[src/sv/smp_pkg.sv]
package smp_pkg;

    localparam logic       SMP_CMD_BYTE = 1'b0;
    localparam logic       SMP_CMD_END  = 1'b1;
    localparam logic [7:0] SMP_PAD_BYTE = 8'h80;
    localparam logic [3:0] SMP_LAST_IDX = 4'd15;
    localparam int SMP_QDEPTH = 2;

    typedef struct packed {
        logic        is_pad;
        logic [63:0] word;
        logic [3:0]  index;
        logic        fits;
        logic [63:0] bit_count;
    } smp_job_t;

    typedef enum logic {
        BK_IDLE,
        BK_RUN
    } bk_state_t;

endpackage

[src/sv/smp_front.sv]
module smp_front
    import smp_pkg::*;
(
    input  logic           clk,
    input  logic           rst_n,
    input  logic           in_valid,
    output logic           in_ready,
    input  logic           cmd,
    input  logic [7:0]     data_byte,
    input  logic           q_full,
    output logic           push_valid,
    output smp_job_t       push_job
);

    logic [55:0] gather_reg, gather_next;
    logic [6:0]  pos_reg, pos_next;
    logic [63:0] bit_count_reg, bit_count_next;
    logic        accept;
    logic [2:0]  k;
    logic [63:0] g64;
    logic [6:0]  shl_data;
    logic [6:0]  shl_pad;
    logic [63:0] pad_word;

    assign in_ready = !q_full;
    assign accept   = in_valid && in_ready;
    assign k        = pos_reg[2:0];
    assign g64      = {8'h00, gather_reg};
    assign shl_data = 7'd64 - {1'b0, k, 3'b000};
    assign shl_pad  = 7'd56 - {1'b0, k, 3'b000};
    assign pad_word = (g64 << shl_data) | ({56'h0, SMP_PAD_BYTE} << shl_pad);

    always_comb
    begin
        gather_next    = gather_reg;
        pos_next       = pos_reg;
        bit_count_next = bit_count_reg;
        push_valid     = 1'b0;
        push_job       = '0;
        if (accept)
        begin
            if (cmd == SMP_CMD_BYTE)
            begin
                bit_count_next = bit_count_reg + 64'd8;
                pos_next       = pos_reg + 7'd1;
                if (k == 3'd7)
                begin
                    push_valid         = 1'b1;
                    push_job.is_pad    = 1'b0;
                    push_job.word      = {gather_reg, data_byte};
                    push_job.index     = pos_reg[6:3];
                    push_job.fits      = 1'b1;
                    push_job.bit_count = bit_count_reg;
                    gather_next        = '0;
                end
                else
                begin
                    gather_next = {gather_reg[47:0], data_byte};
                end
            end
            else
            begin
                push_valid         = 1'b1;
                push_job.is_pad    = 1'b1;
                push_job.word      = pad_word;
                push_job.index     = pos_reg[6:3];
                push_job.fits      = (pos_reg[6:4] != 3'b111);
                push_job.bit_count = bit_count_reg;
                gather_next        = '0;
                pos_next           = '0;
                bit_count_next     = '0;
            end
        end
    end

    always_ff @(posedge clk or negedge rst_n)
    begin
        if (!rst_n)
        begin
            gather_reg    <= '0;
            pos_reg       <= '0;
            bit_count_reg <= '0;
        end
        else
        begin
            gather_reg    <= gather_next;
            pos_reg       <= pos_next;
            bit_count_reg <= bit_count_next;
        end
    end

endmodule

[src/sv/smp_queue.sv]
module smp_queue
    import smp_pkg::*;
#(
    parameter int QDEPTH = SMP_QDEPTH
)
(
    input  logic     clk,
    input  logic     rst_n,
    input  logic     push_valid,
    input  smp_job_t push_job,
    output logic     full,
    input  logic     pop,
    output smp_job_t pop_job,
    output logic     empty
);

    localparam int PW = (QDEPTH > 1) ? $clog2(QDEPTH) : 1;
    localparam int CW = $clog2(QDEPTH + 1);
    localparam logic [PW-1:0] PTR_LAST = PW'(QDEPTH - 1);

    smp_job_t         slots_reg [QDEPTH];
    logic [PW-1:0]    wr_ptr_reg, wr_ptr_next;
    logic [PW-1:0]    rd_ptr_reg, rd_ptr_next;
    logic [CW-1:0]    count_reg, count_next;
    logic             do_push;
    logic             do_pop;

    assign full    = (count_reg == CW'(QDEPTH));
    assign empty   = (count_reg == '0);
    assign do_push = push_valid && !full;
    assign do_pop  = pop && !empty;
    assign pop_job = slots_reg[rd_ptr_reg];

    always_comb
    begin
        wr_ptr_next = wr_ptr_reg;
        rd_ptr_next = rd_ptr_reg;
        count_next  = count_reg;
        if (do_push)
        begin
            wr_ptr_next = (wr_ptr_reg == PTR_LAST) ? '0 : wr_ptr_reg + PW'(1);
        end
        if (do_pop)
        begin
            rd_ptr_next = (rd_ptr_reg == PTR_LAST) ? '0 : rd_ptr_reg + PW'(1);
        end
        if (do_push && !do_pop)
        begin
            count_next = count_reg + CW'(1);
        end
        else if (do_pop && !do_push)
        begin
            count_next = count_reg - CW'(1);
        end
    end

    always_ff @(posedge clk)
    begin
        if (do_push)
        begin
            slots_reg[wr_ptr_reg] <= push_job;
        end
    end

    always_ff @(posedge clk or negedge rst_n)
    begin
        if (!rst_n)
        begin
            wr_ptr_reg <= '0;
            rd_ptr_reg <= '0;
            count_reg  <= '0;
        end
        else
        begin
            wr_ptr_reg <= wr_ptr_next;
            rd_ptr_reg <= rd_ptr_next;
            count_reg  <= count_next;
        end
    end

endmodule

[src/sv/smp_back.sv]
module smp_back
    import smp_pkg::*;
(
    input  logic        clk,
    input  logic        rst_n,
    input  logic        q_empty,
    input  smp_job_t    q_job,
    output logic        pop,
    output logic        out_valid,
    input  logic        out_ready,
    output logic [63:0] word,
    output logic [3:0]  word_index,
    output logic        block_done,
    output logic        message_done,
    output logic        last
);

    bk_state_t   state_reg, state_next;
    smp_job_t    job_reg, job_next;
    logic [3:0]  idx_reg, idx_next;
    logic        second_reg, second_next;
    logic        out_valid_reg, out_valid_next;
    logic [63:0] word_reg, word_next;
    logic [3:0]  index_reg, index_next;
    logic        md_reg, md_next;
    logic        last_reg, last_next;
    logic        emit;
    logic [63:0] v;
    logic        fin;

    always_comb
    begin
        if (!job_reg.is_pad)
        begin
            v   = job_reg.word;
            fin = 1'b1;
        end
        else if (second_reg)
        begin
            fin = (idx_reg == SMP_LAST_IDX);
            v   = fin ? job_reg.bit_count : '0;
        end
        else if (job_reg.fits && idx_reg == SMP_LAST_IDX)
        begin
            v   = job_reg.bit_count;
            fin = 1'b1;
        end
        else
        begin
            v   = (idx_reg == job_reg.index) ? job_reg.word : '0;
            fin = 1'b0;
        end
    end

    always_comb
    begin
        state_next     = state_reg;
        job_next       = job_reg;
        idx_next       = idx_reg;
        second_next    = second_reg;
        out_valid_next = out_valid_reg;
        word_next      = word_reg;
        index_next     = index_reg;
        md_next        = md_reg;
        last_next      = last_reg;
        pop            = 1'b0;
        emit           = 1'b0;
        if (out_valid_reg && out_ready)
        begin
            out_valid_next = 1'b0;
        end
        case (state_reg)
            BK_IDLE:
            begin
                if (!q_empty)
                begin
                    pop         = 1'b1;
                    job_next    = q_job;
                    idx_next    = q_job.index;
                    second_next = 1'b0;
                    state_next  = BK_RUN;
                end
            end
            BK_RUN:
            begin
                if (!out_valid_reg || out_ready)
                begin
                    emit           = 1'b1;
                    out_valid_next = 1'b1;
                    word_next      = v;
                    index_next     = idx_reg;
                    md_next        = job_reg.is_pad && fin;
                    last_next      = fin;
                    if (fin)
                    begin
                        state_next = BK_IDLE;
                    end
                    else if (idx_reg == SMP_LAST_IDX)
                    begin
                        second_next = 1'b1;
                        idx_next    = '0;
                    end
                    else
                    begin
                        idx_next = idx_reg + 4'd1;
                    end
                end
            end
            default:
            begin
                state_next = BK_IDLE;
            end
        endcase
    end

    always_ff @(posedge clk or negedge rst_n)
    begin
        if (!rst_n)
        begin
            state_reg     <= BK_IDLE;
            out_valid_reg <= 1'b0;
            second_reg    <= 1'b0;
        end
        else
        begin
            state_reg     <= state_next;
            out_valid_reg <= out_valid_next;
            second_reg    <= second_next;
        end
    end

    always_ff @(posedge clk)
    begin
        job_reg   <= job_next;
        idx_reg   <= idx_next;
        word_reg  <= word_next;
        index_reg <= index_next;
        md_reg    <= md_next;
        last_reg  <= last_next;
    end

    assign out_valid    = out_valid_reg;
    assign word         = word_reg;
    assign word_index   = index_reg;
    assign block_done   = (index_reg == SMP_LAST_IDX);
    assign message_done = md_reg;
    assign last         = last_reg;

`ifndef SYNTHESIS
    a_pop_starts_run: assert property (@(posedge clk) disable iff (!rst_n)
        pop |=> (state_reg == BK_RUN))
        else $error("job popped but sequencer did not start");

    a_second_only_pad: assert property (@(posedge clk) disable iff (!rst_n)
        (state_reg == BK_RUN && second_reg) |-> (job_reg.is_pad && !job_reg.fits))
        else $error("second padding block on a job that does not need one");

    a_done_is_final: assert property (@(posedge clk) disable iff (!rst_n)
        (out_valid_reg && md_reg) |-> (last_reg && index_reg == SMP_LAST_IDX))
        else $error("message end not on the last word of a block");

    a_emit_loads_output: assert property (@(posedge clk) disable iff (!rst_n)
        emit |=> out_valid_reg)
        else $error("emitted word was not presented");
`endif

endmodule

[src/sv/sha512_message_padder_unit.sv]
// SHA-512 message padder.
// The input channel (in_valid, in_ready) takes one item at a time: cmd 0 with a
// message byte in data_byte, or cmd 1 to close the message.
// The output channel (out_valid, out_ready) delivers 64-bit big-endian block
// words with word_index, block_done, message_done and last.
// Every eighth byte yields one word, passed through the job queue and the
// job register into the output register. The end command yields the padding
// run: the rest of the block, and a second block when 112 or more bytes were
// in the current block, one word per cycle while the receiver takes them, so
// up to 18 words. The sequencer picks up each new job while idle.
// Bytes are accepted one per cycle while the job queue between the byte
// front end and the word sequencer has room; each completed word or end
// command occupies one queue entry until the sequencer picks it up, and the
// sequencer holds one job while it works through its words.
// When the receiver stalls, the sequencer holds its output register and the
// queue fills, after which in_ready drops until words drain.
// Reset clears the byte position, the bit count, the queue and the output
// valid flag; the block is then ready for a new message.
module sha512_message_padder_unit
    import smp_pkg::*;
#(
    parameter int QDEPTH = SMP_QDEPTH
)
(
    input  logic        clk,
    input  logic        rst_n,
    input  logic        in_valid,
    output logic        in_ready,
    input  logic        cmd,
    input  logic [7:0]  data_byte,
    output logic        out_valid,
    input  logic        out_ready,
    output logic [63:0] word,
    output logic [3:0]  word_index,
    output logic        block_done,
    output logic        message_done,
    output logic        last
);

    logic     q_full;
    logic     q_empty;
    logic     push_valid;
    logic     pop;
    smp_job_t push_job;
    smp_job_t pop_job;

    smp_front u_front (
        .clk        (clk),
        .rst_n      (rst_n),
        .in_valid   (in_valid),
        .in_ready   (in_ready),
        .cmd        (cmd),
        .data_byte  (data_byte),
        .q_full     (q_full),
        .push_valid (push_valid),
        .push_job   (push_job)
    );

    smp_queue #(
        .QDEPTH (QDEPTH)
    ) u_queue (
        .clk        (clk),
        .rst_n      (rst_n),
        .push_valid (push_valid),
        .push_job   (push_job),
        .full       (q_full),
        .pop        (pop),
        .pop_job    (pop_job),
        .empty      (q_empty)
    );

    smp_back u_back (
        .clk          (clk),
        .rst_n        (rst_n),
        .q_empty      (q_empty),
        .q_job        (pop_job),
        .pop          (pop),
        .out_valid    (out_valid),
        .out_ready    (out_ready),
        .word         (word),
        .word_index   (word_index),
        .block_done   (block_done),
        .message_done (message_done),
        .last         (last)
    );

endmodule

[config.mk]
export PLATFORM = sky130hd
export DESIGN_NAME = sha512_message_padder_unit
export DESIGN_NICKNAME = d
export VERILOG_FILES = /design/src/sv/smp_pkg.sv /design/src/sv/smp_front.sv /design/src/sv/smp_queue.sv /design/src/sv/smp_back.sv /design/src/sv/sha512_message_padder_unit.sv
export SDC_FILE = /design/constraint.sdc
export NUM_CORES = 1
export LEC_CHECK = 0
export BUFFER_PORTS_ARGS = -buffer_cell sky130_fd_sc_hd__clkbuf_2
export CAP_MARGIN = 15
export CORE_UTILIZATION = 50
export DETAILED_ROUTE_END_ITERATION = 7
export PLACE_DENSITY_LB_ADDON = 0.15
export REMOVE_ABC_BUFFERS = 1
export SLEW_MARGIN = 20
export SYNTH_ARGS = -nofsm -noshare
export SYNTH_HDL_FRONTEND = slang
export SYNTH_SLANG_ARGS = --single-unit
[constraint.sdc]
create_clock -name clk -period 21.9 [get_ports clk]
set_clock_uncertainty 0.15 [all_clocks]
set_input_delay 2.19 -clock clk [delete_from_list [all_inputs] [get_ports clk]]
set_output_delay 2.19 -clock clk [all_outputs]
set_load 0.02 [all_outputs]
==> impl_metrics.json, run 1 <==
{
  "status": "completed",
  "num_rows": 81,
  "cts_resized": 0,
  "grt_max_degree": 79,
  "routabilityCongestion": 0.8734,
  "arrival_ns": 2.25,
  "groute.usage.overall_pct": 21.69,
  "synth_area_per_cell_um2": 14.07,
  "end_kind": "primary output",
  "min_to": "u_queue.count_reg[1]",
  "numClockSinks": 598,
  "io_pins": 86,
  "fmaxAchievable_mhz": 217.9,
  "area_delta_synth_final_pct": 12.39,
  "crit_family": "simple AND/OR/NAND/NOR gates",
  "synth-seq-cells": 598,
  "start_util_pct": 50.92,
  "seqCellArea_um2": 17310,
  "synth.distinct_cells": 56,
  "reg2reg_depth": 8,
  "port_buffers": 85,
  "nets": 1873,
  "crit_chain": "nor2b_1 > inv_2 > clkbuf_2",
  "synthCells": 1782,
  "yosysSeqAreaShare_pct": 68.99,
  "start_kind": "flop",
  "fillerInstances": 3877,
  "path_max_fanout": 7,
  "layout_min_cycle_time_ns": 4.589,
  "cts_setup_buffers": 0,
  "dp_hpwl_um": 33780,
  "synth-async-reset-ratio_pct": 21.91,
  "power_w": 0.003778,
  "maxSlewViolCount": 0,
  "ir_worst_vdd_v": 0.00007759,
  "multi_input_area_um2": 7340,
  "hp-start": "u_queue.count_reg[1]",
  "drt_iter0_markers": 1330,
  "r2r_start": "u_front.pos_reg[1]",
  "h-tree-depth": 2,
  "routedWlPerCell_um": 21.16,
  "numCtsBuffers": 60,
  "die_x_um": 226.0,
  "r2r_end": "u_queue.slots_reg[1][100]",
  "grt_pass1_vias": 14490,
  "vias_per_cell": 5.798,
  "required_ns": 19.56,
  "die_area_um2": 51060,
  "drv_cap": 0,
  "clockBufferDepth": 3,
  "worst_slew_pin_slew_ns": 1.124,
  "antenna_found_initial": 2,
  "grt_pass1_wl_um": 84960,
  "gr-total-overflow": 0,
  "clk_pin_slew_worst_paths_ns": 0.06,
  "drc_errors": 0,
  "power-per-cell-area_nw_per_um2": 134.0,
  "yosys_warnings": 0,
  "utilization_pct": 57.22,
  "largest_reg_flops": 262,
  "critPathBufInv": 2,
  "cts_tree": "built",
  "hold_violations": 0,
  "rrSetupSlack_ns": 17.84,
  "slowest_stage": "nor2b_1",
  "synth_edf_count": 467,
  "num_vias": 14870,
  "slew_headroom_pct": 24.62,
  "p_leak_nw": 10.36,
  "root_buffer": "clkbuf_16",
  "syn-cell-area_um2": 25080,
  "crit_type": "reg -> out",
  "hold_path_depth": 1,
  "placed_cell_area_um2": 26160,
  "wl_um": 54260,
  "synth_flop_cell": "edfxtp_1",
  "hold-worst-slack_ns": 0.3393,
  "layout-drive-gt1-share_pct": 19.79,
  "hold_path.class": "reg -> reg",
  "die_y_um": 226.0,
  "finish.instance_area_um2": 28190,
  "antenna_left": 0,
  "dr.pass1.iters": 5,
  "rsz0062_at_grt": "false",
  "setup-tns-final_ns": 0,
  "setup_violations": 0,
  "core_um2": 49250,
  "fin_crit_sh_pct": 20.95,
  "clk_latency_ns": 0.62,
  "ctsHoldBuffers": 0,
  "max_stage_delay_ns": 0.82
}
power breakdown:
part / internal [W] / switching [W]
Sequential: 0.00161 / 0.000147
Clock: 0.000627 / 0.000422
Combinational: 0.000331 / 0.000639
Total: 0.00257 / 0.00121
worst max path at each step:
stage	slack (ns)	depth (start not counted)	startpoint	end
floorplan	10.79	4	in_valid	u_queue.slots_reg[0][100]
global placement	17.12	8	in_valid	u_queue.slots_reg[1][19]
detailed placement	17.09	8	in_valid	u_queue.slots_reg[1][19]
CTS	17.25	3	u_queue.count_reg[0]	in_ready
global route	17.16	3	u_queue.count_reg[0]	in_ready
finish	17.31	3	u_queue.count_reg[0]	in_ready
layout make-up:
class                           instances  share of cell area (%)
Antenna cell                            1                0.008878
Clock buffer                           78                   5.749
Clock inverter                         35                   1.447
Inverter                               17                  0.2353
Multi-Input combinational cell       1063                   26.04
Sequential cell                       598                   61.40
Tap cell                              664                   2.948
Timing Repair Buffer                  109                   2.171
through the flow:
stage / std cells / worst slack (ns)
floorplan: 1678 / 10.79
global placement: 2451 / 17.12
detailed placement: 2451 / 17.09
CTS: 2564 / 17.25
global route: 2564 / 17.16
finish: 2565 / 17.31
cells in the mapped netlist (all sizes together), types with 6 or more instances:
cell type	number	area, um^2
clkbuf	82	307.8
and2	73	456.7
nand2b	8	50.05
nand3	83	425.4
a22oi	12	90.09
nand2	199	747.0
nor3	15	106.4
a211oi	7	52.55
o21ai	47	235.2
mux2	144	1622
nor2	64	240.2
buf	22	112.6
and3	14	87.58
dfrtp	131	3278
or4	13	97.59
nor2b	8	50.05
or3	23	143.9
xor2	22	192.7
nand4	32	231.5
mux2i	34	340.3
inv	16	60.06
o31ai	16	125.1
a22o	98	858.3
ha	11	137.6
a21oi	75	375.4
o22ai	6	37.54
a32oi	9	78.83
xnor2	14	122.6
edfxtp	467	14020
logic make-up (layout without fill, tap and decap cells):
family / after synthesis / after routing / share of synthesized area, %
other: 0 / 1 / 0
XOR/XNOR: 36 / 36 / 1.257
AND/OR/NAND/NOR: 541 / 541 / 10.89
AO/OA/AOI/OAI: 292 / 292 / 8.117
adder cells (fa/ha/maj): 11 / 11 / 0.5488
buffers and inverters: 121 / 239 / 1.931
multiplexers: 183 / 183 / 8.272
flip-flops: 598 / 598 / 68.99
cell usage in the layout, fill, tap and decap left out, drive strengths merged, types with 9 or more instances in the layout:
master	count
mux2i	34
a22oi	12
and2	73
o21ai	47
dfrtp	131
a22o	98
and3	14
xnor2	14
a32oi	9
nand2	199
xor2	22
bufinv	9
or3	23
buf	25
ha	11
a21oi	75
nand3	83
edfxtp	467
or4	13
clkbuf	162
inv	20
mux2	144
nor2	64
nand4	32
nor3	15
o31ai	16
clkinv	21
metal layers:
layer | vias to the layer above | routed length, um | global-route usage, %
li1 | 6878 | - | -
met1 | 7490 | 24870 | 32.04
met2 | 423 | 25500 | 33.78
met3 | 82 | 2832 | 3.292
met4 | 0 | 1054 | 5.223
met5 | - | 0 | 0
No activity file was read; power rests on OpenSTA's default activity.
==> run 2, diff against run 1 <==
--- a/config.mk
+++ b/config.mk
@@ -5,6 +5,7 @@
 export SDC_FILE = /design/constraint.sdc
 export NUM_CORES = 1
 export LEC_CHECK = 0
+export ABC_AREA = 1
 export BUFFER_PORTS_ARGS = -buffer_cell sky130_fd_sc_hd__clkbuf_2
 export CAP_MARGIN = 15
 export CORE_UTILIZATION = 50
==> constraint.sdc (replaced) <==
create_clock -name clk -period 4.7 [get_ports clk]
set_clock_uncertainty 0.15 [all_clocks]
set_input_delay 0.47 -clock clk [delete_from_list [all_inputs] [get_ports clk]]
set_output_delay 0.47 -clock clk [all_outputs]
set_load 0.02 [all_outputs]
==> run 2 against run 1 <==
Sequential share of layout area is 2.4 points lower. Sequential power grew to 4.7 times the previous value. First-iteration DRC count is 32% higher. Clock power grew to 4.7 times the previous value. Core utilization is 0.30 points lower. Cell count is 34% higher. Worst hold slack worse by 0.30 ns. Largest power group unchanged.
==> impl_metrics.json, run 2 <==
{
  "status": "completed",
  "fmaxAchievable_mhz": 273.4,
  "synth_flop_cell": "edfxtp_1",
  "nets": 2727,
  "power-per-cell-area_nw_per_um2": 633.9,
  "numCtsBuffers": 61,
  "die_y_um": 230.7,
  "groute.usage.overall_pct": 26.56,
  "die_area_um2": 53210,
  "synth_area_per_cell_um2": 9.931,
  "gr-total-overflow": 0,
  "dr.pass1.iters": 6,
  "synth-seq-cells": 598,
  "slowest_stage": "nor2_4",
  "fin_crit_sh_pct": 77.81,
  "final_common_cell": "nand2_1",
  "p_leak_nw": 11.69,
  "grt_pass1_wl_um": 106400,
  "arrival_ns": 3.78,
  "synthTopCellsByArea": "edfxtp_1 54%, nand2_1 13%, dfrtp_1 13%",
  "synth.distinct_cells": 42,
  "dp.cells": 3312,
  "routedWlPerCell_um": 20.37,
  "drv_cap": 0,
  "fin_ws_ns": 1.043,
  "num_rows": 83,
  "hold-worst-slack_ns": 0.03850,
  "die_x_um": 230.7,
  "clockBufferDepth": 3,
  "end_kind": "flop",
  "synth_edf_count": 467,
  "synth.largest_area_cell": "edfxtp_1",
  "wl_um": 69990,
  "clk_pin_slew_worst_paths_ns": 0.06,
  "synth-async-reset-ratio_pct": 21.91,
  "hold_path.class": "in -> reg",
  "layout_min_cycle_time_ns": 3.657,
  "io_pins": 86,
  "yosysSeqAreaShare_pct": 66.17,
  "cts_tree": "built",
  "routabilityCongestion": 0.9313,
  "drt_iter0_markers": 1756,
  "worst_slew_pin_slew_ns": 1.057,
  "start_kind": "flop",
  "crit_chain": "ha_1 > ha_1 > nor2_4 > nor2_2 > inv_2 > nor2_4 > buf_4",
  "diodes": 0,
  "dp_hpwl_um": 45700,
  "setup_violations": 0,
  "root_buffer": "clkbuf_16",
  "vias_per_cell": 5.460,
  "start_util_pct": 50.76,
  "clk_latency_ns": 0.64,
  "yosys_warnings": 0,
  "synth_common_cells": "930 x nand2_1, 467 x edfxtp_1, 248 x nor2_1",
  "num_vias": 18760,
  "crit_type": "reg -> reg",
  "syn-cell-area_um2": 26150,
  "port_buffers": 85,
  "antenna_found_initial": 0,
  "slew_headroom_pct": 29.35,
  "largest_reg_flops": 262,
  "layout-drive-gt1-share_pct": 9.365,
  "fillerInstances": 4485,
  "synth_most_common_cell": "nand2_1",
  "antenna_left": 0,
  "path_max_fanout": 44,
  "grt_pass1_vias": 17650,
  "final_cell_mix": "929 x nand2_1, 467 x edfxtp_1, 244 x nor2_1, 206 x inv_1, 171 x o21ai_0",
  "stdcell_count": 3435,
  "core_um2": 51510,
  "ir_worst_vdd_v": 0.0003732,
  "maxSlewViolCount": 0,
  "required_ns": 4.82,
  "drc_errors": 0,
  "area_delta_synth_final_pct": 12.14,
  "h-tree-depth": 2,
  "yosys.area.top_type_share_pct": 53.63,
  "synthCells": 2633,
  "pre_cts_ws_ns": 1.006,
  "hold_violations": 0,
  "grt_max_degree": 134,
  "numClockSinks": 598,
  "max_stage_delay_ns": 0.81,
  "rsz0062_at_grt": "false"
}
## run 2: per-stage QoR
| step | utilization [%] | cell area, um^2 | power [W] | setup TNS (ns) |
|---|---|---|---|---|
| after floorplan | - | 25610 | 0.01142 | -1977.27 |
| after global placement | 52.83 | 27210 | 0.01370 | 0 |
| after detailed placement | 52.83 | 27210 | 0.01375 | 0 |
| after CTS | 56.93 | 29320 | 0.01868 | 0 |
| after global routing | 56.93 | 29320 | 0.01952 | 0 |
| final | 56.93 | 29320 | 0.01859 | 0 |
## run 2: power breakdown
group	switching (W)	internal, W
Clock	0.00207	0.00287
Combinational	0.00412	0.00129
Sequential	0.000634	0.00762
## run 2: cell type report
| type | count | area, um^2 | area share, % |
|---|---|---|---|
| clock buffer | 86 | 1710 | 5.833 |
| clock inverter | 29 | 321.6 | 1.097 |
| inverter | 216 | 814.5 | 2.778 |
| multi-input combinational | 1704 | 7552 | 25.76 |
| sequential | 598 | 17310 | 59.02 |
| tap | 680 | 850.8 | 2.902 |
| timing repair buffer | 122 | 767.0 | 2.616 |
## run 2: what timing repair did
action | in CTS | in global routing
buffers inserted | 0 | 0
hold endpoints to repair | 83 | 0
resized for setup | 0 | 0
hold buffers | 8 | 0
## run 2: final timing paths
path,start,to,slack [ns],cells past startpoint
max,u_front.pos_reg[1],u_queue.slots_reg[0][110],1.04,7
min,data_byte[5],u_front.gather_reg[5],0.04,3
max reg2reg,u_front.pos_reg[1],u_queue.slots_reg[0][110],1.04,7
min reg2reg,u_queue.count_reg[0],u_queue.count_reg[0],0.35,1
max in group asynchronous,rst_n,u_front.gather_reg[12],3.05,3
min in group asynchronous,rst_n,u_front.gather_reg[15],0.26,2
## run 2: critical path, delay by kind of cell (launching register included)
kind	cells	cell delay (ns)
buffers and inverters	2	0.85
DFF	1	0.43
adders and majority gates	2	0.75
and+or+nand+nor	3	1.07
## run 2: routing by layer
metal  up-vias  global-route usage [%]  wire length [um]
met4         0                   7.740              1691
met3        96                   4.014              4904
met1      9056                   39.10             31590
met2       708                   40.96             31800
li1       8896                       -                 -
met5         -                       0                 0
## run 2: logic make-up (layout without fill, tap and decap cells)
family	count (synthesis)	count (layout)	synth area share, %
simple gates	1372	1372	21.23
fa+ha+maj	11	11	0.5264
flops	598	598	66.17
compound gates	314	314	6.680
buf+inv	331	453	5.163
xor+xnor	7	7	0.2345
==> run 3, diff against run 2 <==
--- a/config.mk
+++ b/config.mk
@@ -5,7 +5,7 @@
 export SDC_FILE = /design/constraint.sdc
 export NUM_CORES = 1
 export LEC_CHECK = 0
-export ABC_AREA = 1
+export ABC_AREA = 0
 export BUFFER_PORTS_ARGS = -buffer_cell sky130_fd_sc_hd__clkbuf_2
 export CAP_MARGIN = 15
 export CORE_UTILIZATION = 50
==> constraint.sdc (replaced) <==
create_clock -name clk -period 3.6 [get_ports clk]
set_clock_uncertainty 0.15 [all_clocks]
set_input_delay 0.36 -clock clk [delete_from_list [all_inputs] [get_ports clk]]
set_output_delay 0.36 -clock clk [all_outputs]
set_load 0.02 [all_outputs]
==> run 3 against run 2 <==
Wire length is 21% lower. Fmax is 26% higher. Register-to-register slack worse by 0.34 ns. Cell count decreased by 25%. Final area is 2.8% lower. Clock-buffer cell count decreased by 14. Largest cell class unchanged. Highest routed layer unchanged.
==> impl_metrics.json, run 3 (synthesized netlist as in run 1, its figures left out) <==
{
  "slew_headroom_pct": 39.82,
  "antenna_found_initial": 0,
  "die_y_um": 226.0,
  "num_rows": 81,
  "largest_reg_flops": 262,
  "groute.usage.overall_pct": 22.06,
  "hold_path.class": "in -> reg",
  "ctsHoldBuffers": 10,
  "drc_errors": 0,
  "reg2reg_depth": 6,
  "routabilityCongestion": 0.9014,
  "p_sw_w": 0.007439,
  "core_um2": 49250,
  "arrival_ns": 3.22,
  "h-tree-depth": 2,
  "layout_min_cycle_time_ns": 2.901,
  "drt_iter0_markers": 1231,
  "grt_pass1_vias": 14710,
  "p_leak_nw": 10.48,
  "clk_pin_slew_worst_paths_ns": 0.06,
  "vias_per_cell": 5.778,
  "path_max_fanout": 62,
  "p_int_w": 0.01543,
  "area_delta_synth_final_pct": 13.60,
  "r2r_end": "u_queue.slots_reg[0][79]",
  "worst_slew_pin_slew_ns": 0.9026,
  "clk_latency_ns": 0.61,
  "grt_max_degree": 79,
  "maxSlewViolCount": 0,
  "hold_violations": 0,
  "seq_power_share_pct": 46.6,
  "io_pins": 86,
  "min_to": "u_front.pos_reg[1]",
  "max_stage_delay_ns": 0.69,
  "r2r_start": "u_front.pos_reg[0]",
  "cts_resized": 0,
  "crit_chain": "buf_4 > nor3_1 > nor2_1 > nand2_1 > nor3_4 > a22o_1",
  "required_ns": 3.92,
  "comb_power_share_pct": 27.6,
  "crit_family": "simple AND/OR/NAND/NOR gates",
  "fin_crit_sh_pct": 80.57,
  "hp-start": "cmd",
  "rsz0062_at_grt": "false",
  "die_area_um2": 51060,
  "nets": 1902,
  "start_kind": "flop",
  "fmaxAchievable_mhz": 344.8,
  "diodes": 0,
  "power-per-cell-area_nw_per_um2": 802.9,
  "root_buffer": "clkbuf_16",
  "antenna_left": 0,
  "num_vias": 14970,
  "port_buffers": 85,
  "numCtsBuffers": 59,
  "layout-drive-gt1-share_pct": 20.55,
  "final_cell_mix": "467 x edfxtp_1, 198 x nand2_1, 144 x mux2_2, 129 x dfrtp_1, 98 x a22o_1",
  "hold-worst-slack_ns": 0.1255,
  "crit_type": "reg -> reg",
  "grt_pass1_wl_um": 85370,
  "clockBufferDepth": 3,
  "drv_cap": 0,
  "swShare_pct": 32.52,
  "start_util_pct": 50.92,
  "numClockSinks": 598,
  "end_kind": "flop",
  "utilization_pct": 57.84,
  "final_common_cell": "edfxtp_1",
  "cts_setup_buffers": 0,
  "critPathBufInv": 1,
  "hold_path_depth": 3,
  "dp_hpwl_um": 35510,
  "routedWlPerCell_um": 21.34,
  "power_w": 0.02287,
  "gr-total-overflow": 0,
  "dr.pass1.iters": 7,
  "slowest_stage": "buf_4",
  "wl_um": 55280,
  "die_x_um": 226.0,
  "cts_tree": "built",
  "setup_violations": 0,
  "status": "completed",
  "critical_path_cell_count": 6,
  "ir_worst_vdd_v": 0.0003820,
  "clkPwrFrac_pct": 25.8,
  "rrSetupSlack_ns": 0.70
}
run 3: changes by cell type in the layout (fill, tap and decap cells not counted), moves of 37 or more:
cell	delta
and2_1	+70
o21ai_0	-125
a22o_1	+98
nand2_1	-731
mux2_2	+144
nand3_1	-37
inv_1	-194
nor2_1	-184
run 3: power by group through the flow:
stage                     combinational, W  clock, W  sequential (W)
after detailed placement           0.00635         0          0.0108
final                              0.00632   0.00589          0.0107
after floorplan                    0.00346         0          0.0114
after global routing               0.00684   0.00625          0.0108
after global placement             0.00629         0          0.0107
after CTS                          0.00638   0.00602          0.0107
run 3: worst register-to-register path: stages, from the launching register on:
cell,delay [ns]
dfrtp_2,0.47
buf_4,0.69
nor3_1,0.22
nor2_1,0.21
nand2_1,0.14
nor3_4,0.60
a22o_1,0.28
run 3: stage by stage:
stage	instance area, um^2	setup TNS, ns	std cells	setup slack, ns
floorplan	24660	-1686.77	1678	-5.862
global placement	26530	0	2471	0.5361
detailed placement	26530	0	2471	0.4353
CTS	28480	0	2591	0.4177
global route	28490	0	2591	0.4663
finish	28490	0	2591	0.6995
run 3: how the worst max path moves through the flow:
stage	from	to	slack, ns
floorplan	u_queue.count_reg[1]	u_queue.slots_reg[0][100]	-5.86
global placement	u_front.pos_reg[0]	u_queue.slots_reg[0][81]	0.54
detailed placement	u_front.pos_reg[0]	u_queue.slots_reg[0][83]	0.44
CTS	u_front.pos_reg[0]	u_queue.slots_reg[0][83]	0.42
global route	u_front.pos_reg[0]	u_queue.slots_reg[0][83]	0.47
finish	u_front.pos_reg[0]	u_queue.slots_reg[0][79]	0.70
run 3: cell type report:
type / instances / area, um^2
clock buffers: 72 / 1545
well taps: 664 / 830.8
flip-flops and latches: 598 / 17310
fillers: 3870 / 20760
clock inverters: 38 / 307.8
inverters: 17 / 66.31
multi-input cells: 1063 / 7346
repair buffers: 139 / 1087
run 3: routing by layer:
metal  vias to the layer above  global-route usage, %  wire [um]  part of all wire, %
li1                       6919                      -          -                    -
met1                      7535                  31.53      25340                   46
met2                       440                  35.16      25990                   47
met3                        77                  3.734       2871                  5.2
met4                         0                  5.508       1074                  1.9
met5                         -                      0          0                    0
